## src/hdl/sfr_pkg.sv

```systemverilog
// Shared types, constants and the CRC-16 byte update for the sync frame receiver.
// No dependencies.
`timescale 1ns / 1ps
`default_nettype none
package sfr_pkg;

  localparam int unsigned MAX_PAYLOAD_DEF = 4096;

  localparam logic [7:0]  SYNC_FIRST  = 8'hA5;
  localparam logic [7:0]  SYNC_SECOND = 8'h5A;
  localparam logic [15:0] CRC_POLY    = 16'h1021;
  localparam logic [15:0] CRC_INIT    = 16'hFFFF;

  localparam int LEN_W = 16;

  typedef enum logic [2:0] {
    PH_HUNT0 = 3'd0,
    PH_HUNT1 = 3'd1,
    PH_HEAD  = 3'd2,
    PH_BODY  = 3'd3,
    PH_CRC   = 3'd4
  } phase_t;

  typedef enum logic [1:0] {
    HDR_LEN_LO = 2'd0,
    HDR_LEN_HI = 2'd1,
    HDR_SEQ    = 2'd2,
    HDR_CMD    = 2'd3
  } hdr_t;

  typedef enum logic {
    KIND_BODY = 1'b0,
    KIND_END  = 1'b1
  } kind_t;

  // CRC-16/CCITT, MSB first, one byte per call.
  function automatic logic [15:0] crc_feed(input logic [15:0] crc_in, input logic [7:0] b);
    logic [15:0] c;
    c = crc_in ^ {b, 8'h00};
    for (int k = 0; k < 8; k++) begin
      if (c[15]) begin
        c = {c[14:0], 1'b0} ^ CRC_POLY;
      end else begin
        c = {c[14:0], 1'b0};
      end
    end
    return c;
  endfunction

endpackage
`default_nettype wire

```

## src/hdl/sync_frame_receiver_crc16_top.sv

```systemverilog
// Sync frame receiver: hunts A5 5A, parses header and body, checks CRC-16.
// The result of an accepted item is registered into the output register in the next cycle.
// Throughput: one item per cycle; a held result stalls input only while out_ready is low.
// Reset (rst, synchronous) returns to hunting the first sync byte, CRC at FFFF.
// Depends on sfr_pkg.
`timescale 1ns / 1ps
`default_nettype none
module sync_frame_receiver_crc16_top #(
  parameter int unsigned MAX_PAYLOAD = sfr_pkg::MAX_PAYLOAD_DEF
) (
  input  wire logic        clk,
  input  wire logic        rst,
  input  wire logic        in_valid,
  output logic             in_ready,
  input  wire logic        func,
  input  wire logic [7:0]  rx_byte,
  output logic             out_valid,
  input  wire logic        out_ready,
  output logic             kind,
  output logic [7:0]       body_byte,
  output logic [11:0]      body_index,
  output logic [7:0]       frame_seq,
  output logic [7:0]       frame_cmd,
  output logic [12:0]      frame_length,
  output logic             crc_ok
);
  import sfr_pkg::*;

  localparam logic [LEN_W:0] MAX_LEN = (LEN_W+1)'(MAX_PAYLOAD);

  phase_t             phase, phase_next;
  hdr_t               header_count, header_count_next;
  logic [7:0]         length_low, length_low_next;
  logic [LEN_W-1:0]   body_length, body_length_next;
  logic [7:0]         seq_byte, seq_byte_next;
  logic [7:0]         cmd_byte, cmd_byte_next;
  logic [LEN_W-1:0]   body_count, body_count_next;
  logic [15:0]        running_crc, running_crc_next;
  logic [7:0]         crc_high, crc_high_next;
  logic               crc_count, crc_count_next;

  logic               res_valid;
  kind_t              res_kind;
  logic [7:0]         res_byte;
  logic [11:0]        res_index;
  logic               res_ok;
  logic               accept;
  logic [LEN_W:0]     count_inc;
  logic [LEN_W-1:0]   len_full;

  assign in_ready  = !out_valid || out_ready;
  assign accept    = in_valid && in_ready;
  assign count_inc = {1'b0, body_count} + 1'b1;
  assign len_full  = {rx_byte, length_low};

  // next state
  always_comb begin
    phase_next        = phase;
    header_count_next = header_count;
    length_low_next   = length_low;
    body_length_next  = body_length;
    seq_byte_next     = seq_byte;
    cmd_byte_next     = cmd_byte;
    body_count_next   = body_count;
    running_crc_next  = running_crc;
    crc_high_next     = crc_high;
    crc_count_next    = crc_count;
    if (func) begin
      phase_next = PH_HUNT0;
    end else begin
      unique case (phase)
        PH_HUNT1: begin
          if (rx_byte == SYNC_SECOND) begin
            phase_next        = PH_HEAD;
            header_count_next = HDR_LEN_LO;
            running_crc_next  = CRC_INIT;
          end else if (rx_byte != SYNC_FIRST) begin
            phase_next = PH_HUNT0;
          end
        end
        PH_HEAD: begin
          unique case (header_count)
            HDR_LEN_LO: begin
              length_low_next   = rx_byte;
              header_count_next = HDR_LEN_HI;
            end
            HDR_LEN_HI: begin
              body_length_next  = len_full;
              header_count_next = HDR_SEQ;
            end
            HDR_SEQ: begin
              seq_byte_next     = rx_byte;
              running_crc_next  = crc_feed(running_crc, rx_byte);
              header_count_next = HDR_CMD;
            end
            default: begin
              cmd_byte_next     = rx_byte;
              running_crc_next  = crc_feed(running_crc, rx_byte);
              header_count_next = HDR_LEN_LO;
              body_count_next   = '0;
              crc_count_next    = 1'b0;
              if ({1'b0, body_length} > MAX_LEN) begin
                phase_next = PH_HUNT0;
              end else if (body_length != '0) begin
                phase_next = PH_BODY;
              end else begin
                phase_next = PH_CRC;
              end
            end
          endcase
        end
        PH_BODY: begin
          running_crc_next = crc_feed(running_crc, rx_byte);
          body_count_next  = count_inc[LEN_W-1:0];
          if (count_inc >= {1'b0, body_length}) begin
            phase_next     = PH_CRC;
            crc_count_next = 1'b0;
          end
        end
        PH_CRC: begin
          if (!crc_count) begin
            crc_high_next  = rx_byte;
            crc_count_next = 1'b1;
          end else begin
            crc_count_next = 1'b0;
            phase_next     = PH_HUNT0;
          end
        end
        default: begin
          phase_next = (rx_byte == SYNC_FIRST) ? PH_HUNT1 : PH_HUNT0;
        end
      endcase
    end
  end

  // result for the current item
  always_comb begin
    res_valid = 1'b0;
    res_kind  = KIND_BODY;
    res_byte  = '0;
    res_index = '0;
    res_ok    = 1'b0;
    if (!func) begin
      if (phase == PH_BODY) begin
        res_valid = 1'b1;
        res_byte  = rx_byte;
        res_index = body_count[11:0];
      end else if (phase == PH_CRC && crc_count) begin
        res_valid = 1'b1;
        res_kind  = KIND_END;
        res_ok    = ({crc_high, rx_byte} == running_crc);
      end
    end
  end

  always_ff @(posedge clk) begin
    if (rst) begin
      phase        <= PH_HUNT0;
      header_count <= HDR_LEN_LO;
      length_low   <= '0;
      body_length  <= '0;
      seq_byte     <= '0;
      cmd_byte     <= '0;
      body_count   <= '0;
      running_crc  <= CRC_INIT;
      crc_high     <= '0;
      crc_count    <= 1'b0;
      out_valid    <= 1'b0;
    end else begin
      if (accept) begin
        phase        <= phase_next;
        header_count <= header_count_next;
        length_low   <= length_low_next;
        body_length  <= body_length_next;
        seq_byte     <= seq_byte_next;
        cmd_byte     <= cmd_byte_next;
        body_count   <= body_count_next;
        running_crc  <= running_crc_next;
        crc_high     <= crc_high_next;
        crc_count    <= crc_count_next;
        out_valid    <= res_valid;
      end else if (out_ready) begin
        out_valid <= 1'b0;
      end
    end
  end

  always_ff @(posedge clk) begin
    if (accept && res_valid) begin
      kind         <= res_kind;
      body_byte    <= res_byte;
      body_index   <= res_index;
      frame_seq    <= seq_byte;
      frame_cmd    <= cmd_byte;
      frame_length <= body_length[12:0];
      crc_ok       <= res_ok;
    end
  end

  a_idle_no_result: assert property (@(posedge clk) disable iff (rst)
    (in_valid && in_ready && func) |=> !out_valid)
    else $error("idle item produced a result");

  a_body_count_range: assert property (@(posedge clk) disable iff (rst)
    (phase == PH_BODY) |-> (body_count < body_length))
    else $error("body count reached length inside body");

  a_end_fields: assert property (@(posedge clk) disable iff (rst)
    (out_valid && kind) |-> (body_byte == 8'h00 && body_index == 12'h000))
    else $error("frame end carries body data");

  a_ok_only_at_end: assert property (@(posedge clk) disable iff (rst)
    (out_valid && !kind) |-> !crc_ok)
    else $error("crc_ok set on body item");

endmodule
`default_nettype wire
```

## config.mk

```make
export PLATFORM = sky130hd
export DESIGN_NAME = sync_frame_receiver_crc16_top
export DESIGN_NICKNAME = d
export VERILOG_FILES = /design/src/hdl/sfr_pkg.sv /design/src/hdl/sync_frame_receiver_crc16_top.sv
export SDC_FILE = /design/constraint.sdc
export NUM_CORES = 1
export LEC_CHECK = 0
export BUFFER_PORTS_ARGS = -buffer_cell sky130_fd_sc_hd__buf_2
export CORE_UTILIZATION = 53
export DETAILED_ROUTE_END_ITERATION = 10
export PLACE_DENSITY = 0.75
export SYNTH_ARGS = -nofsm -noshare
export SYNTH_HDL_FRONTEND = slang
export SYNTH_SLANG_ARGS = --single-unit
```

## constraint.sdc

```tcl
create_clock -name clk -period 4.92 [get_ports clk]
set_input_delay 0.492 -clock clk [delete_from_list [all_inputs] [get_ports clk]]
set_output_delay 0.492 -clock clk [all_outputs]
set_load 0.05 [all_outputs]
```

==> reports/summary.log <==
qor: hold_path.hold_path.class register to register
qor: floorplanning.die_x 112 um
qor: clocking.post_cts.resized_instances 0
qor: sta.finalClockSkew 0.0108 ns
qor: floorplanning.io-pin-count 66
qor: drt.total_vias_in_the_final_route 4736
qor: logic_synthesis.synthesis.nets 654
qor: sta.setup-violations-final 0
qor: global_route.number_of_global_route_vias_before_repair 4489
qor: sta.layout_min_cycle_time 3.15 ns
qor: logic_synthesis.synth_seq_area_share 51.3%
qor: job.maxCapViolations 0
qor: logic_synthesis.compound_gate_portion_of_the_synthesized_area 7.75%
qor: logic_synthesis.post_synth_instance_area 6380 um2
qor: logic_synthesis.synth-simple-area-share 17.4%
qor: sta.rsz0062_at_grt no
qor: clocking.cts_htree_levels 4
qor: sta.worst_hold_slack 0.428 ns
qor: sta.setup_total_negative_slack 0 ns
qor: floorplanning.die-height 112 um
qor: drt.drc_errors 4
qor: finish.final_util 63.3%
qor: setup_path.critical_path_cell_sequence ha_1 -> nand3_1 -> nor2_1 -> xor2_1 -> ha_1 -> nand4_1 -> nor3_1 -> o41ai_1 -> nand3_1 -> a221oi_1
qor: setup_path.startpoint_type_of_the_worst_setup_path register
qor: clocking.clock_tree.root_cell clkbuf_16
qor: placement.port_buffers 65
qor: clocking.post_cts_hold_buffer_count 0
qor: sta.layout_worst_path_cycle_share 64.0%
qor: drt.antenna_left 0
qor: floorplanning.floorplan.die_area 12500 um2
qor: floorplanning.placeableCoreArea 11600 um2
qor: global_route.grt_antenna_before_repair 0
qor: logic_synthesis.synth_top_family_by_area simple AND/OR/NAND/NOR gates
qor: power_and_ir_drop.leakage 3.13 nW
qor: clocking.clkSlewWorstSetupHoldPaths 0.06 ns
qor: power_and_ir_drop.power.density_cell_area 331 nW/um2
qor: logic_synthesis.synth.top_cells.by_area dfxtp_1 27%, edfxtp_1 24%, mux2i_1 7.7%, nor2_1 4.5%, xnor2_1 4.4%
qor: clocking.clock_latency 0.42 ns
qor: logic_synthesis.ys_types 54
qor: setup_path.worst_setup_path_end_kind register
qor: global_route.global_route_wire_length_before_repair 22.6 mm
qor: clocking.total_clock_buffers_created_by_cts 17
qor: sta.fmax 318 MHz
qor: finish.n_antenna_cell 0
qor: finish.flow.area_growth_from_synthesis 14.7%
qor: logic_synthesis.yosys.area.top_type_share 27.3%
qor: drt.drtIter0Drc 484
qor: finish.final-instance-count-excl-fill 829
qor: logic_synthesis.synth-main-ff-cell dfxtp_1
qor: logic_synthesis.yosys.area_share.adder 4.12%
qor: global_route.grt_max_degree 65
qor: global_route.gr-usage-all-layers 23.4%
qor: floorplanning.floorplan.initialDensity 55.1%
qor: placement.hpwl 9.53 mm
qor: logic_synthesis.post_synth.cell_area_avg 10.3 um2
qor: floorplanning.rows 39
qor: sta.maxSlewViolCount 0
qor: logic_synthesis.synth.mux.area_fraction 7.69%
qor: finish.layout-drive-gt1-share 15.9%
qor: logic_synthesis.synth_top_cells_by_count 87 x dfxtp_1, 77 x nor2_1, 51 x edfxtp_1
qor: logic_synthesis.synthesis.instances 620
qor: clocking.clockBufferDepth 2
qor: drt.routed_wirelength 14.1 mm
qor: sta.slew_headroom 36.3%
qor: setup_path.worstPathRequired 5.24 ns
qor: setup_path.criticalPathCategory register to register
qor: outcome.failed_checks design-rule violations
qor: outcome.status finished with violations
qor: drt.routed_via_density 5.71
qor: setup_path.cp.arrival 3.46 ns
qor: global_route.globalRoute.totalOverflow 0
qor: sta.finalHoldViolations 0
qor: setup_path.worst_path_max_delay_cell o41ai_1
qor: setup_path.cp_max_fo 6
qor: drt.drt-pass1-iter-count 8
qor: power_and_ir_drop.worst_case_vdd_ir_drop 209 uV
qor: sta.tightestPinTransition 0.953 ns
qor: logic_synthesis.count_of_flip_flops_with_a_built_in_enable_after_synthesis 51
qor: logic_synthesis.synth_area_leader_cell dfxtp_1
qor: clocking.cts_tree yes
qor: clocking.clock_sink_count 138
qor: logic_synthesis.synth_async_sr_flop_share 0%
qor: setup_path.cpPeakStageDelay 0.60 ns
qor: logic_synthesis.synth_most_common_cell dfxtp_1
qor: logic_synthesis.synth.ff_latch_count 138
qor: logic_synthesis.synth-xor-area-share 7.69%
qor: logic_synthesis.yosys_warnings 0
qor: drt.wl_per_cell 17.0 um
qor: placement.placed_cells 797
qor: finish.final_nets 707
qor: clocking.cts_setup_buffers 0
qor: placement.globalplace.congestion 0.954
kinds of logic (layout without fill, tap and decap cells):
group                      count (synthesis)  count (layout)
and+or+nand+nor                          222             222
DFF                                      138             138
AOI/OAI and AO/OA                         77              77
buffers and inverters                     57             123
xor gates and xnor gates                  56              56
muxes                                     49              49
adders and majority gates                 21              21
report_power, final:
group	total, mW	switching, mW	internal (mW)
logic	0.0645	0.0430	0.0216
clock network	1.18	0.460	0.720
registers	1.18	0.0000401	1.18
per-stage QoR:
| stage | cell area, um2 | power, mW | worst slack, ns |
|---|---|---|---|
| finish | 7320 | 2.42 | 1.77 |
| global route | 7320 | 2.49 | 1.40 |
| CTS | 7320 | 2.43 | 1.78 |
| detailed placement | 6760 | 1.26 | 1.85 |
| global placement | 6760 | 1.26 | 2.00 |
| floorplan | 6380 | 1.25 | 0.933 |
placed cells by master (no fill, tap or decap), types with 23 or more instances in the layout:
cell,n
a21oi_1,23
buf_2,65
dfxtp_1,87
edfxtp_1,51
mux2i_1,49
nand2_1,30
nand3_1,28
nor2_1,77
xnor2_1,32
xor2_1,24
flip-flops by register name, summed over array words and instances, names as in the netlist, 8 cells and up:
name          cells
crc_high          8
frame_length     13
body_count       16
frame_seq         8
length_low        8
cmd_byte          8
body_index       12
frame_cmd         8
body_byte         8
body_length      16
seq_byte          8
running_crc      16
worst paths after layout:
| check | from | end | slack [ns] | cells after the start |
|---|---|---|---|---|
| max | body_count[0]$_SDFFE_PP0P_ | crc_count$_SDFFE_PP0P_ | 1.77 | 10 |
| min reg2reg | seq_byte[0]$_SDFFE_PP0P_ | frame_seq[0]$_DFFE_PP_ | 0.43 | 0 |
| max reg2reg | body_count[0]$_SDFFE_PP0P_ | crc_count$_SDFFE_PP0P_ | 1.77 | 10 |
| min | seq_byte[0]$_SDFFE_PP0P_ | frame_seq[0]$_DFFE_PP_ | 0.43 | 0 |
final cells by class:
class                           count  area (um2)
Inverter                           20        75.1
Multi-Input combinational cell    425        2860
Fill cell                         910        4250
Timing Repair Buffer               71         370
Sequential cell                   138        3270
Clock buffer                       22         464
Clock inverter                     10        92.6
Tap cell                          143         179
worst max-delay path: cells and delay by family, from the launching register on:
family          cells  cell delay (ns)
compound gates      2             0.93
xor+xnor            1             0.19
fa+ha+maj           2             0.52
flops               1             0.41
simple gates        5             0.98
layer usage:
metal / vias to the layer above / track usage, % / wire length, um
li1: 2284 / - / -
met1: 2248 / 30.0 / 6170
met2: 175 / 37.5 / 6710
met3: 29 / 5.39 / 801
met4: 0 / 11.5 / 376
met5: - / 0 / 0
Power figures use the tool's default switching activity.
